File: src/rtl/core/glq_pkg.sv
// ----------------------------------------------------------------------------
// glq_pkg: shared definitions for the glyph quad layout block
// Widths, character codes, register indexes and saturation helpers.
// ----------------------------------------------------------------------------
package glq_pkg;

    localparam int MAX_LINES = 64;
    localparam int LINE_AW   = $clog2(MAX_LINES);
    localparam logic [LINE_AW-1:0] LINE_LAST = LINE_AW'(MAX_LINES - 1);

    localparam int MUL_AW = 24;
    localparam int MUL_BW = 26;
    localparam int MUL_PW = MUL_AW + 1 + MUL_BW;
    localparam int WIDE_W = MUL_PW + 1;

    localparam logic [7:0] CHAR_TAB   = 8'h09;
    localparam logic [7:0] CHAR_NL    = 8'h0A;
    localparam logic [7:0] CHAR_VT    = 8'h0B;
    localparam logic [7:0] CHAR_PRINT = 8'h20;

    localparam logic [2:0] CFG_SCALE    = 3'd0;
    localparam logic [2:0] CFG_FLH      = 3'd1;
    localparam logic [2:0] CFG_LINE_GAP = 3'd2;
    localparam logic [2:0] CFG_ANCHOR_H = 3'd3;
    localparam logic [2:0] CFG_ANCHOR_V = 3'd4;
    localparam logic [2:0] CFG_SPACE    = 3'd5;

    localparam logic [19:0] FIELD20_MAX = 20'hFFFFF;

    typedef logic signed [WIDE_W-1:0] wide_t;

    // Clamp a wide signed value to the signed 32-bit range.
    function automatic logic signed [31:0] sat32(input wide_t v);
        logic signed [31:0] r;
        if (v > wide_t'(32'sh7FFFFFFF)) begin
            r = 32'sh7FFFFFFF;
        end else if (v < -wide_t'(33'sh080000000)) begin
            r = 32'sh80000000;
        end else begin
            r = v[31:0];
        end
        return r;
    endfunction

    function automatic logic [19:0] sat20(input logic [21:0] v);
        logic [19:0] r;
        if (v > {2'b00, FIELD20_MAX}) begin
            r = FIELD20_MAX;
        end else begin
            r = v[19:0];
        end
        return r;
    endfunction

endpackage

File: src/rtl/core/glyph_quad_layout_top.sv
// ----------------------------------------------------------------------------
// glyph_quad_layout_top: two-pass text layout producing glyph quads
// Measures a string, then places its glyphs as scaled, anchored quads.
// ----------------------------------------------------------------------------
// Usage. Characters arrive as beats on the s_ channel together with their font
// metrics. A beat with s_tuser low belongs to the measure pass: it updates the
// run widths, line heights and the line table, and the beat with s_tlast high
// closes the string and works out the anchor offsets. A beat with s_tuser high
// belongs to the place pass: each printable character yields one beat on the
// m_ channel with the four quad edges in signed Q16.16; tab, newline and
// vertical tab only move the pen and yield nothing.
// Timing. Everything goes through one shared 24 x 26 bit multiplier under a
// small sequencer, so s_tready is high only while the sequencer is idle.
// A printable place beat steps through P0 to P5 and raises m_tvalid as P5
// ends; the next beat is accepted only once the sequencer is idle again.
// A tab runs T0-T1, a newline or vertical tab L0-L3, a plain measure beat
// M0, a measure newline M0-M1, and a closing one adds F0-F4 for the anchors.
// The result sits in an output register; the next beat is accepted while it
// waits, but a further printable beat holds in its first step until the
// receiver has taken the pending result, so a stall only blocks new quads.
// Reset (aresetn low, synchronous) clears the pass state, the pen and the
// anchors and loads the register defaults. The line table is not cleared.
// Configuration writes on cfg_we take effect at once; write only when idle.
// ----------------------------------------------------------------------------
module glyph_quad_layout_top (
    input  logic         aclk,
    input  logic         aresetn,
    input  logic         cfg_we,
    input  logic [2:0]   cfg_addr,
    input  logic [23:0]  cfg_wdata,
    input  logic         s_tvalid,
    output logic         s_tready,
    // char_code, glyph_advance, glyph_bearing_x, glyph_bearing_y,
    // glyph_width, glyph_height (8 bits each, lowest first)
    input  logic [47:0]  s_tdata,
    input  logic         s_tuser,   // op
    input  logic         s_tlast,   // last_char
    output logic         m_tvalid,
    input  logic         m_tready,
    // glyph_code [7:0], left_edge, right_edge, top_edge, bottom_edge (32 each)
    output logic [135:0] m_tdata,
    output logic         m_tuser    // line_overflow
);
    import glq_pkg::*;

    localparam logic [4:0] ST_IDLE = 5'd0;
    localparam logic [4:0] ST_P0   = 5'd1;
    localparam logic [4:0] ST_P1   = 5'd2;
    localparam logic [4:0] ST_P2   = 5'd3;
    localparam logic [4:0] ST_P3   = 5'd4;
    localparam logic [4:0] ST_P4   = 5'd5;
    localparam logic [4:0] ST_P5   = 5'd6;
    localparam logic [4:0] ST_T0   = 5'd7;
    localparam logic [4:0] ST_T1   = 5'd8;
    localparam logic [4:0] ST_L0   = 5'd9;
    localparam logic [4:0] ST_L1   = 5'd10;
    localparam logic [4:0] ST_L2   = 5'd11;
    localparam logic [4:0] ST_L3   = 5'd12;
    localparam logic [4:0] ST_M0   = 5'd13;
    localparam logic [4:0] ST_M1   = 5'd14;
    localparam logic [4:0] ST_F0   = 5'd15;
    localparam logic [4:0] ST_F1   = 5'd16;
    localparam logic [4:0] ST_F2   = 5'd17;
    localparam logic [4:0] ST_F3   = 5'd18;
    localparam logic [4:0] ST_F4   = 5'd19;

    // Configuration registers.
    logic [23:0] scale_reg;
    logic [7:0]  flh_reg;
    logic [15:0] gap_reg;
    logic [1:0]  anc_h_reg;
    logic [1:0]  anc_v_reg;
    logic [7:0]  space_reg;

    // Latched input beat.
    logic [7:0]        code_reg;
    logic [7:0]        adv_reg;
    logic signed [7:0] bx_reg;
    logic [7:0]        by_reg;
    logic [7:0]        gw_reg;
    logic [7:0]        gh_reg;
    logic              last_reg;

    // Layout state.
    logic [4:0]          state_reg;
    logic [7:0]          cur_asc_reg;
    logic [7:0]          cur_desc_reg;
    logic [19:0]         run_w_reg;
    logic [19:0]         max_w_reg;
    logic [19:0]         tot_h_reg;
    logic [LINE_AW-1:0]  line_cnt_reg;
    logic [LINE_AW-1:0]  place_line_reg;
    logic signed [31:0]  pen_x_reg;
    logic signed [31:0]  pen_y_reg;
    logic signed [31:0]  anc_x_reg;
    logic signed [31:0]  anc_y_reg;
    logic                ovf_reg;
    logic                fresh_reg;
    wide_t               acc_reg;
    logic [7:0]          desc_hold_reg;

    // Output register.
    logic               m_valid_reg;
    logic [7:0]         m_code_reg;
    logic signed [31:0] m_left_reg;
    logic signed [31:0] m_right_reg;
    logic signed [31:0] m_top_reg;
    logic signed [31:0] m_bottom_reg;
    logic               m_ovf_reg;

    // Shared multiplier.
    logic [MUL_AW-1:0]        mul_a;
    logic signed [MUL_BW-1:0] mul_b;
    logic signed [MUL_PW-1:0] mul_p;
    wide_t                    prod;

    // Line table: ascent in the upper byte, descent in the lower.
    logic               ram_we;
    logic [LINE_AW-1:0] ram_waddr;
    logic [15:0]        ram_wdata;
    logic [LINE_AW-1:0] ram_raddr;
    logic [15:0]        ram_rdata;
    logic [7:0]         rd_asc;
    logic [7:0]         rd_desc;

    logic               s_fire;
    logic               is_nl;
    logic               is_vt;
    logic               merge;
    logic [19:0]        width_max;
    logic [19:0]        height_sum;
    logic [1:0]         anc_h_eff;
    logic [1:0]         anc_v_eff;
    logic [7:0]         in_desc;
    wide_t              base_x;
    wide_t              base_y;
    logic [LINE_AW-1:0] next_line;

    glq_mul u_mul (
        .aclk (aclk),
        .a    (mul_a),
        .b    (mul_b),
        .p    (mul_p)
    );

    glq_ram #(
        .WIDTH (16),
        .DEPTH (MAX_LINES)
    ) u_lines (
        .aclk  (aclk),
        .we    (ram_we),
        .waddr (ram_waddr),
        .wdata (ram_wdata),
        .raddr (ram_raddr),
        .rdata (ram_rdata)
    );

    assign s_tready = (state_reg == ST_IDLE);
    assign s_fire   = s_tvalid && s_tready;
    assign m_tvalid = m_valid_reg;
    assign m_tdata  = {m_bottom_reg, m_top_reg, m_right_reg, m_left_reg, m_code_reg};
    assign m_tuser  = m_ovf_reg;

    assign prod    = WIDE_W'(mul_p);
    assign rd_asc  = ram_rdata[15:8];
    assign rd_desc = ram_rdata[7:0];
    assign is_nl   = (code_reg == CHAR_NL);
    assign is_vt   = (code_reg == CHAR_VT);
    assign in_desc = (gh_reg > by_reg) ? (gh_reg - by_reg) : 8'd0;

    assign width_max  = (max_w_reg > run_w_reg) ? max_w_reg : run_w_reg;
    assign height_sum = sat20(22'(tot_h_reg) + 22'(cur_asc_reg) + 22'(cur_desc_reg));
    assign anc_h_eff  = (anc_h_reg > 2'd2) ? 2'd2 : anc_h_reg;
    assign anc_v_eff  = (anc_v_reg > 2'd2) ? 2'd2 : anc_v_reg;
    assign next_line  = (place_line_reg == LINE_LAST) ? LINE_LAST
                                                      : place_line_reg + 1'b1;

    assign base_x = WIDE_W'(anc_x_reg) + WIDE_W'(pen_x_reg);
    assign base_y = WIDE_W'(anc_y_reg) + WIDE_W'(pen_y_reg);

    // The last table entry takes the maximum once the table has overflowed.
    assign merge = (line_cnt_reg == LINE_LAST) &&
                   ((state_reg == ST_M1) || ovf_reg);

    always_comb begin
        mul_a = scale_reg;
        mul_b = '0;
        case (state_reg)
            ST_P0: mul_b = MUL_BW'(bx_reg);
            ST_P1: mul_b = MUL_BW'(bx_reg) + MUL_BW'($signed({1'b0, gw_reg}));
            ST_P2: mul_b = MUL_BW'($signed({1'b0, by_reg}));
            ST_P3: mul_b = MUL_BW'($signed({1'b0, by_reg}))
                         - MUL_BW'($signed({1'b0, gh_reg}));
            ST_P4: mul_b = MUL_BW'($signed({1'b0, adv_reg}));
            ST_T0: mul_b = MUL_BW'($signed({1'b0, space_reg, 2'b00}));
            ST_L0: begin
                mul_a = MUL_AW'(gap_reg);
                mul_b = MUL_BW'($signed({1'b0, flh_reg}));
            end
            ST_L1: mul_b = MUL_BW'($signed({1'b0, mul_p[23:0]}));
            ST_L2: mul_b = MUL_BW'($signed({1'b0, 9'(desc_hold_reg) + 9'(rd_asc)}));
            ST_M0: begin
                mul_a = MUL_AW'(gap_reg[15:8]);
                mul_b = MUL_BW'($signed({1'b0, flh_reg}));
            end
            ST_F0: mul_b = MUL_BW'($signed({1'b0, 22'(width_max) * 22'(anc_h_eff)}));
            ST_F1: mul_b = MUL_BW'($signed({1'b0,
                                   22'(height_sum) * 22'(2'd2 - anc_v_eff)}));
            ST_F3: mul_b = MUL_BW'($signed({1'b0, rd_asc}));
            default: mul_b = '0;
        endcase
    end

    always_comb begin
        ram_raddr = '0;
        case (state_reg)
            ST_M0:   ram_raddr = LINE_LAST;
            ST_F0:   ram_raddr = line_cnt_reg;
            ST_L0:   ram_raddr = place_line_reg;
            ST_L1:   ram_raddr = next_line;
            default: ram_raddr = '0;
        endcase
    end

    assign ram_we    = (state_reg == ST_M1) || (state_reg == ST_F1);
    assign ram_waddr = line_cnt_reg;
    assign ram_wdata = {
        (merge && (rd_asc > cur_asc_reg)) ? rd_asc : cur_asc_reg,
        (merge && (rd_desc > cur_desc_reg)) ? rd_desc : cur_desc_reg
    };

    always_ff @(posedge aclk) begin
        if (!aresetn) begin
            scale_reg <= 24'd65536;
            flh_reg   <= 8'd16;
            gap_reg   <= 16'd51;
            anc_h_reg <= 2'd0;
            anc_v_reg <= 2'd0;
            space_reg <= 8'd8;
        end else if (cfg_we) begin
            case (cfg_addr)
                CFG_SCALE:    scale_reg <= cfg_wdata;
                CFG_FLH:      flh_reg   <= cfg_wdata[7:0];
                CFG_LINE_GAP: gap_reg   <= cfg_wdata[15:0];
                CFG_ANCHOR_H: anc_h_reg <= cfg_wdata[1:0];
                CFG_ANCHOR_V: anc_v_reg <= cfg_wdata[1:0];
                CFG_SPACE:    space_reg <= cfg_wdata[7:0];
                default: ;
            endcase
        end
    end

    // Payload registers of the latched beat and the output quad.
    always_ff @(posedge aclk) begin
        if (s_fire) begin
            code_reg <= s_tdata[7:0];
            adv_reg  <= s_tdata[15:8];
            bx_reg   <= $signed(s_tdata[23:16]);
            by_reg   <= s_tdata[31:24];
            gw_reg   <= s_tdata[39:32];
            gh_reg   <= s_tdata[47:40];
            last_reg <= s_tlast;
        end
        case (state_reg)
            ST_P1: m_left_reg   <= sat32(base_x + prod);
            ST_P2: m_right_reg  <= sat32(base_x + prod);
            ST_P3: m_top_reg    <= sat32(base_y + prod);
            ST_P4: m_bottom_reg <= sat32(base_y + prod);
            ST_P5: begin
                m_code_reg <= code_reg;
                m_ovf_reg  <= ovf_reg;
            end
            ST_L1: desc_hold_reg <= rd_desc;
            ST_L2: acc_reg <= prod >>> 8;
            ST_F2: acc_reg <= prod >>> 1;
            default: ;
        endcase
    end

    always_ff @(posedge aclk) begin
        if (!aresetn) begin
            state_reg      <= ST_IDLE;
            cur_asc_reg    <= '0;
            cur_desc_reg   <= '0;
            run_w_reg      <= '0;
            max_w_reg      <= '0;
            tot_h_reg      <= '0;
            line_cnt_reg   <= '0;
            place_line_reg <= '0;
            pen_x_reg      <= '0;
            pen_y_reg      <= '0;
            anc_x_reg      <= '0;
            anc_y_reg      <= '0;
            ovf_reg        <= 1'b0;
            fresh_reg      <= 1'b1;
            m_valid_reg    <= 1'b0;
        end else begin
            if (m_valid_reg && m_tready) begin
                m_valid_reg <= 1'b0;
            end
            case (state_reg)
                ST_IDLE: begin
                    if (s_fire) begin
                        if (!s_tuser) begin
                            state_reg <= ST_M0;
                        end else if (s_tdata[7:0] >= CHAR_PRINT) begin
                            state_reg <= ST_P0;
                        end else if (s_tdata[7:0] == CHAR_TAB) begin
                            state_reg <= ST_T0;
                        end else if (s_tdata[7:0] == CHAR_NL ||
                                     s_tdata[7:0] == CHAR_VT) begin
                            state_reg <= ST_L0;
                        end
                    end
                end
                ST_P0: begin
                    if (!m_valid_reg) begin
                        state_reg <= ST_P1;
                    end
                end
                ST_P1: state_reg <= ST_P2;
                ST_P2: state_reg <= ST_P3;
                ST_P3: state_reg <= ST_P4;
                ST_P4: state_reg <= ST_P5;
                ST_P5: begin
                    pen_x_reg   <= sat32(WIDE_W'(pen_x_reg) + prod);
                    m_valid_reg <= 1'b1;
                    state_reg   <= ST_IDLE;
                end
                ST_T0: state_reg <= ST_T1;
                ST_T1: begin
                    pen_x_reg <= sat32(WIDE_W'(pen_x_reg) + prod);
                    state_reg <= ST_IDLE;
                end
                ST_L0: state_reg <= ST_L1;
                ST_L1: state_reg <= ST_L2;
                ST_L2: state_reg <= ST_L3;
                ST_L3: begin
                    pen_y_reg <= sat32(WIDE_W'(pen_y_reg) - (acc_reg + prod));
                    if (is_nl) begin
                        pen_x_reg <= '0;
                    end
                    if (place_line_reg != LINE_LAST) begin
                        place_line_reg <= place_line_reg + 1'b1;
                    end
                    state_reg <= ST_IDLE;
                end
                ST_M0: begin
                    fresh_reg <= 1'b0;
                    if (fresh_reg) begin
                        ovf_reg <= 1'b0;
                    end
                    if (is_nl) begin
                        max_w_reg <= width_max;
                        run_w_reg <= '0;
                    end else begin
                        run_w_reg <= sat20(22'(run_w_reg) + 22'(adv_reg));
                    end
                    if (is_nl || is_vt) begin
                        if (line_cnt_reg == LINE_LAST) begin
                            ovf_reg <= 1'b1;
                        end
                        state_reg <= ST_M1;
                    end else begin
                        if (by_reg > cur_asc_reg) begin
                            cur_asc_reg <= by_reg;
                        end
                        if (in_desc > cur_desc_reg) begin
                            cur_desc_reg <= in_desc;
                        end
                        state_reg <= last_reg ? ST_F0 : ST_IDLE;
                    end
                end
                ST_M1: begin
                    tot_h_reg <= sat20(22'(tot_h_reg) + 22'(cur_asc_reg)
                                       + 22'(cur_desc_reg) + 22'(mul_p[15:0]));
                    if (line_cnt_reg != LINE_LAST) begin
                        line_cnt_reg <= line_cnt_reg + 1'b1;
                    end
                    cur_asc_reg  <= '0;
                    cur_desc_reg <= '0;
                    state_reg    <= last_reg ? ST_F0 : ST_IDLE;
                end
                ST_F0: state_reg <= ST_F1;
                ST_F1: begin
                    anc_x_reg <= sat32(-(prod >>> 1));
                    state_reg <= ST_F2;
                end
                ST_F2: state_reg <= ST_F3;
                ST_F3: state_reg <= ST_F4;
                ST_F4: begin
                    anc_y_reg      <= sat32(acc_reg - prod);
                    pen_x_reg      <= '0;
                    pen_y_reg      <= '0;
                    place_line_reg <= '0;
                    cur_asc_reg    <= '0;
                    cur_desc_reg   <= '0;
                    run_w_reg      <= '0;
                    max_w_reg      <= '0;
                    tot_h_reg      <= '0;
                    line_cnt_reg   <= '0;
                    fresh_reg      <= 1'b1;
                    state_reg      <= ST_IDLE;
                end
                default: state_reg <= ST_IDLE;
            endcase
        end
    end

    // A new quad is only ever presented at the end of the place sequence.
    a_quad_from_place: assert property (@(posedge aclk) disable iff (!aresetn)
        $rose(m_valid_reg) |-> $past(state_reg) == ST_P5)
        else $error("result beat raised outside the place sequence");

    // The edges are written into the output register only while it is empty.
    a_edges_into_free_slot: assert property (@(posedge aclk) disable iff (!aresetn)
        (state_reg == ST_P1 || state_reg == ST_P4) |-> !m_valid_reg)
        else $error("quad edges overwrite a pending result");

    // Closing a string returns the pen to the origin and the first line.
    a_finalise_clears_pen: assert property (@(posedge aclk) disable iff (!aresetn)
        state_reg == ST_F4 |=> (pen_x_reg == 32'sd0 && pen_y_reg == 32'sd0
                                && place_line_reg == '0 && fresh_reg))
        else $error("pen not cleared after string close");

endmodule

File: src/rtl/core/glq_ram.sv
// ----------------------------------------------------------------------------
// glq_ram: generic single-write, single-read RAM
// One write port and one read port with registered read data.
// ----------------------------------------------------------------------------
module glq_ram #(
    parameter int WIDTH = 16,
    parameter int DEPTH = 64
) (
    input  logic                     aclk,
    input  logic                     we,
    input  logic [$clog2(DEPTH)-1:0] waddr,
    input  logic [WIDTH-1:0]         wdata,
    input  logic [$clog2(DEPTH)-1:0] raddr,
    output logic [WIDTH-1:0]         rdata
);
    logic [WIDTH-1:0] mem [DEPTH];

    always_ff @(posedge aclk) begin
        if (we) begin
            mem[waddr] <= wdata;
        end
        rdata <= mem[raddr];
    end
endmodule

File: src/rtl/core/glq_mul.sv
// ----------------------------------------------------------------------------
// glq_mul: shared registered multiplier
// Unsigned 24-bit operand times signed 26-bit operand, product registered.
// ----------------------------------------------------------------------------
module glq_mul (
    input  logic                                 aclk,
    input  logic [glq_pkg::MUL_AW-1:0]          a,
    input  logic signed [glq_pkg::MUL_BW-1:0]   b,
    output logic signed [glq_pkg::MUL_PW-1:0]   p
);
    import glq_pkg::*;

    logic signed [MUL_AW:0] a_s;

    assign a_s = $signed({1'b0, a});

    // Both operands are widened to the full product width before the multiply.
    always_ff @(posedge aclk) begin
        p <= MUL_PW'(a_s) * MUL_PW'(b);
    end
endmodule
File: config.mk
export PLATFORM = sky130hd
export DESIGN_NAME = glyph_quad_layout_top
export DESIGN_NICKNAME = d
export VERILOG_FILES = /design/src/rtl/core/glq_pkg.sv /design/src/rtl/core/glyph_quad_layout_top.sv /design/src/rtl/core/glq_ram.sv /design/src/rtl/core/glq_mul.sv
export SDC_FILE = /design/constraint.sdc
export NUM_CORES = 2
export LEC_CHECK = 0
export BUFFER_PORTS_ARGS = -buffer_cell sky130_fd_sc_hd__buf_2
export CAP_MARGIN = 0
export CORE_MARGIN = 2
export CORE_UTILIZATION = 45
export CTS_CLUSTER_DIAMETER = 100
export CTS_CLUSTER_SIZE = 10
export DETAILED_ROUTE_END_ITERATION = 6
export SLEW_MARGIN = 10
export SYNTH_ARGS = -nofsm -noshare
export SYNTH_HDL_FRONTEND = slang
export SYNTH_SLANG_ARGS = --single-unit
File: constraint.sdc
create_clock -name aclk -period 17.8 [get_ports aclk]
set_clock_uncertainty 0.15 [all_clocks]
set_input_delay 3.56 -clock aclk [delete_from_list [all_inputs] [get_ports aclk]]
set_output_delay 3.56 -clock aclk [all_outputs]
set_load 0.05 [all_outputs]
* After elaboration in Yosys (flattened, before gate mapping)
Memory sizes are Yosys's and may differ from the RTL's. A register that Yosys moved wholly into a read port is not among the register bits.
Cells that the tools add are included.
** Cells by class
- Add/subtract/negate cells :: 20
- Multipliers :: 3
- $lt $le $gt $ge :: 24
- Equal/unequal tests :: 43
- Multiplexer cells :: 61
- Reductions and logical operators :: 34
** Operator list (count)
- $mux 32 :: 13
- $gt 52x32->1 const B :: 6
- $lt 52x32->1 const B :: 6
- $pmux 26 s12 :: 1
- $mux 20 :: 6
- $pmux 20 s2 :: 3
- $add 33x51->52 :: 2
- $pmux 52 s2 :: 1
- $pmux 32 s3 :: 1
- $pmux 5 s16 :: 1
- $add 32x32->33 :: 2
- $pmux 32 s2 :: 1
- $mux 8 :: 7
- $add 32x51->52 :: 1
- $add 52x51->52 :: 1
- $neg 50->52 :: 1
- $sub 32x52->52 :: 1
- $sub 52x51->52 :: 1
- $mul 25x26->51 :: 1
- $pmux 24 s2 :: 1
- $gt 22x20->1 const B :: 2
- $add 20x8->21 :: 2
- $eq 5x4->1 const B :: 8
- $eq 8x4->1 const B :: 5
- 45 further kinds :: 111
** Word-level totals
- Register bits after elaboration :: 581
- Bits in writable memories :: 1024
- Input bits :: 82
- Output and inout bits :: 139
- Logic and storage cells :: 223
- Memories :: 1
** Memories
- u_lines.mem :: depth 64, width 16, rd ports 1, clocked after Yosys merged registers in 1, write ports 1, line glq_ram.sv:16 : logic [WIDTH-1:0] mem [DEPTH];

* Depth between registers and ports, before layout
- Depth after elaboration :: 8
- Gate-level depth with buffers :: 55

* Cells and area by module
A second synthesis with hierarchy kept.
** Unflattened totals
- Cell total of the unflattened synthesis :: 10362
- Area, all modules :: 114332.2 sq um
** Modules (own cells, without submodules)
- glyph_quad_layout_top :: times used 1, cells an instance 5861, area an instance 49551.3 sq um, seq. area each 13012.5 sq um
- glq_ram :: times used 1, cells an instance 1820, area an instance 39978.3 sq um, seq. area each 31069.8 sq um
- glq_mul :: times used 1, cells an instance 2681, area an instance 24802.5 sq um, seq. area each 1021.0 sq um

* Worst setup path after synthesis
OpenSTA, ideal clock, no wires.
- Path kind :: register -> register
- Start :: reg cur_asc_reg[2]
- End :: reg u_mul.p[47] (netlist bit)
- Setup time :: 0.064 ns
- Arrival :: 12.578 ns
- Data required time :: 17.586 ns
- Slack :: 5.008 ns
- Cell stages (with the launch flop) :: 56
- Path buffers :: 3
- Period minus slack after synthesis :: 12.792 ns
- Cells stage by stage :: dfxtp_1 -> fa_1 -> ha_1 -> a21o_1 -> a21oi_1 -> o21bai_1 -> a21oi_1 -> o21bai_1 -> a21o_1 -> and3_1 -> clkbuf_1 -> clkbuf_1 -> o21ai_0 -> fa_1 -> inv_1 -> fa_1 -> ha_1 -> fa_1 -> [20 not listed] -> fa_1 -> inv_1 -> fa_1 -> inv_1 -> fa_1 -> inv_1 -> ha_1 -> nor3_1 -> nor2_1 -> a211oi_1 -> o21a_1 -> o31ai_1 -> a22o_1 -> a41oi_1 -> o211ai_1 -> a221o_1 -> or4_1 -> nand4_1
** On the way
- Cells in the longest elaborated chain, start to end :: 7
** RTL lines
- start, declared :: line glyph_quad_layout_top.sv:86 : logic [7:0] cur_asc_reg;
- start signal, assigned :: line glyph_quad_layout_top.sv:366 : cur_asc_reg <= by_reg;
- $add 20x8->21 * :: line glyph_quad_layout_top.sv:172 : assign height_sum = sat20(22'(tot_h_reg) + 22'(cur_asc_reg) + 22'(cur_desc_reg));
- $add 21x8->22 * :: line glyph_quad_layout_top.sv:172
- $gt 22x20->1 :: line glq_pkg.sv:47 : if (v > {2'b00, FIELD20_MAX}) begin
- $mux 20 * :: line glq_pkg.sv:47
- $mul 21x3->22 * :: line glyph_quad_layout_top.sv:208 : 22'(height_sum) * 22'(2'd2 - anc_v_eff)}));
- $pmux 26 s12 * :: line glyph_quad_layout_top.sv:188 : case (state_reg)
- $mul 25x26->51 * :: line glq_mul.sv:19 : p <= MUL_PW'(a_s) * MUL_PW'(b);
- end signal, assigned :: line glq_mul.sv:19
- end, declared :: line glq_mul.sv:9 : output logic signed [glq_pkg::MUL_PW-1:0] p
Mark *: on every way between the ends. The rest lies on a longest branch, timed or not.
A chain may end at the register's enable or synchronous reset.

* Final worst setup path
- Start :: reg cur_desc_reg[2]
- End :: reg u_mul.p[48] (netlist bit)
** On the way
- Cells in the longest elaborated chain, start to end :: 6
** RTL lines
- start, declared :: line glyph_quad_layout_top.sv:87 : logic [7:0] cur_desc_reg;
- start signal, assigned :: line glyph_quad_layout_top.sv:369 : cur_desc_reg <= in_desc;
- $add 21x8->22 * :: line glyph_quad_layout_top.sv:172
- $gt 22x20->1 :: line glq_pkg.sv:47
- $mux 20 * :: line glq_pkg.sv:47
- $mul 21x3->22 * :: line glyph_quad_layout_top.sv:208
- $pmux 26 s12 * :: line glyph_quad_layout_top.sv:188
- $mul 25x26->51 * :: line glq_mul.sv:19
Marks and branches as above.

==> run metrics <==
status complete, but fails checks; failing checks design-rule violations; worst path arrival time 15.24 ns; fin crit share 0.825; Synth Flop Type edfxtp_1; syn avg cell area 10.6 µm²; post-layout min period 14.69 ns; CP most frequent cell fa_1; initial antenna violation count 22; Worst EP required 18.35 ns; number of global-route vias before repair 83,500; final total negative setup slack 0 ns; pwr dens 122 nW/µm²; final antenna-violating net count 0; crit start category flop; DP HPWL 276 mm; Reg clk slew, reported paths 0.06 ns; RSZ-0062 raised after global routing false; number of port buffers 220; Slew headroom 0.118; ratio of cells with drive above 1 in the final layout 0.0848; vias per cell 5.94; Finished Cell Area 124,000 µm²; Slowest cell on crit path and3_1; # Max-Cap Violations 0; Worst Slack Setup Final 3.11 ns; register area share after synthesis 0.400; post-cts resize count 0; starting density of the core 0.453; Die Y 505 µm; Worst Setup End Kind flop; pre-CTS setup slack 3.35 ns; number of synthesized register bits 1,619; Synth warnings 0; worst min path class reg2reg; Area growth, synth to finish 9.78%; 1st-iter DRT viols 7,791; Placed Area 118,000 µm²; grt ovf 0; pin count of the biggest net entering global routing 165; drt pass-1 iters 7; first-pass GRT wire length 551 mm; Residual DRC 2; Crit Path Max Fanout 25; clk root buf clkbuf_16; Lkg Pwr 0.0495 µW; Max Root-Sink Buffers 3; final wirelength 375 mm; Hold-fix buffers, CTS 0; clk_lat worst skew 0.88 ns; CTS buffer count 184; Max Clk Rate 68.1 MHz; Crit Path Category reg2reg; core area 249,000 µm²; synth unique cells 103; WHS 0.302 ns; fill count 22,600; worst vdd ir 105 µV; vias 84,900; Max stage delay on crit path 0.67 ns; H-tree levels 4; Post-Synthesis Cells 10,700; endpoints failing setup 0; CTS Sinks 1,619; ys async rst share 0; Largest register FFs 1,024; Routability Congestion 0.983; row count 183; GRT Overall Usage 0.288; Syn Std Cell Area 113,000 µm²; final hold vios 0; measured slew at the worst slew-check pin 1.32 ns; die area 255,000 µm²; TritonCTS clock tree done; drt wl/cell 26.2 µm; I/O pin count 221; chip width 505 µm; nets 12,400; Post-CTS Setup Inserts 0; number of flops mapped to enable cells by yosys 1,268; max-slew violations 0; final core occ 0.498
==> worst max-delay path, delay by kind of cell (launching register included) <==
family                   cells  cell delay (ns)
AND/OR/NAND/NOR              8             2.33
buffers and inverters        6             0.29
AO/OA/AOI/OAI               20             4.78
XOR/XNOR                     1             0.17
flip-flops                   1             0.42
adder cells (fa/ha/maj)     14             6.35
==> path summary, 6_finish.rpt <==
path | from | endpoint | slack, ns | depth (start not counted)
setup / recovery | cur_desc_reg[2] | u_mul.p[48] | 3.11 | 49
hold / removal | u_lines.rdata[0] | desc_hold_reg[0] | 0.30 | 0
setup reg to reg | cur_desc_reg[2] | u_mul.p[48] | 3.11 | 49
hold reg to reg | u_lines.rdata[0] | desc_hold_reg[0] | 0.30 | 0
==> logic make-up after synthesis <==
| group | synth area share |
|---|---|
| adders and majority gates | 0.217 |
| xor gates and xnor gates | 0.0308 |
| AOI/OAI and AO/OA | 0.139 |
| buffers and inverters | 0.0531 |
| other | 0.0000666 |
| DFF | 0.400 |
| muxes | 0.0413 |
| and+or+nand+nor | 0.119 |
==> routing by layer <==
metal,share of wire,track usage,vias to the layer above
li1,-,-,38100
met4,0.043,0.110,10
met2,0.48,0.481,3182
met1,0.41,0.376,43000
met3,0.067,0.0458,670
met5,0.00019,0,-
==> where the power goes <==
group	internal, µW	switching [µW]
logic	2310	4750
clock network	1940	1570
registers	4320	186
total	8570	6500
==> placed cells by master, fill, tap and decap left out, types with 268 or more instances in the layout <==
| cell | n |
|---|---|
| edfxtp_1 | 1268 |
| nand2_1 | 1214 |
| inv_1 | 1038 |
| fa_1 | 832 |
| nor2_1 | 692 |
| ha_1 | 623 |
| a21oi_1 | 602 |
| o21ai_0 | 358 |
| dfxtp_1 | 349 |
| mux2i_1 | 296 |
| xnor2_1 | 268 |
==> cells in the mapped netlist (64+ instances only) <==
cell type     n  area (µm²)
a211oi_1    265        1990
a21o_1      244        1830
a21oi_1     604        3020
a311oi_1     77         674
a31oi_1     136         851
and2_1      196        1230
and3_1       77         482
clkbuf_1    457        1720
dfxtp_1     351        7030
edfxtp_1   1268       38100
fa_1        832       16700
ha_1        623        7790
inv_1      1038        3900
mux2i_1     296        2960
mux4_2       64        1440
nand2_1    1215        4560
nand3_1     147         736
nand4_1      93         582
nor2_1      704        2640
nor2b_1      90         563
nor3_1      117         586
o21ai_0     363        1820
o21bai_1     67         503
xnor2_1     268        2350
xor2_1      129        1130
==> final cells by class <==
type,count,area (µm²),area share
repair buffers,488,3150,0.0255
multi-input cells,7519,62100,0.501
diodes,9,22.5,0.000182
clock buffers,278,5020,0.0405
flip-flops and latches,1619,45100,0.364
well taps,3330,4170,0.0336
clock inverters,22,405,0.00327
inverters,1041,3910,0.0316
==> metrics by stage <==
| stage | instances | total power [µW] |
|---|---|---|
| 2_1_floorplan | 10700 | 9140 |
| 3_3_place_gp | 14000 | 11500 |
| 3_5_place_dp | 14000 | 11500 |
| 4_1_cts | 14300 | 15100 |
| 5_1_grt | 14300 | 15900 |
| 6_report | 14300 | 15100 |
Power figures use the tool's default switching activity.
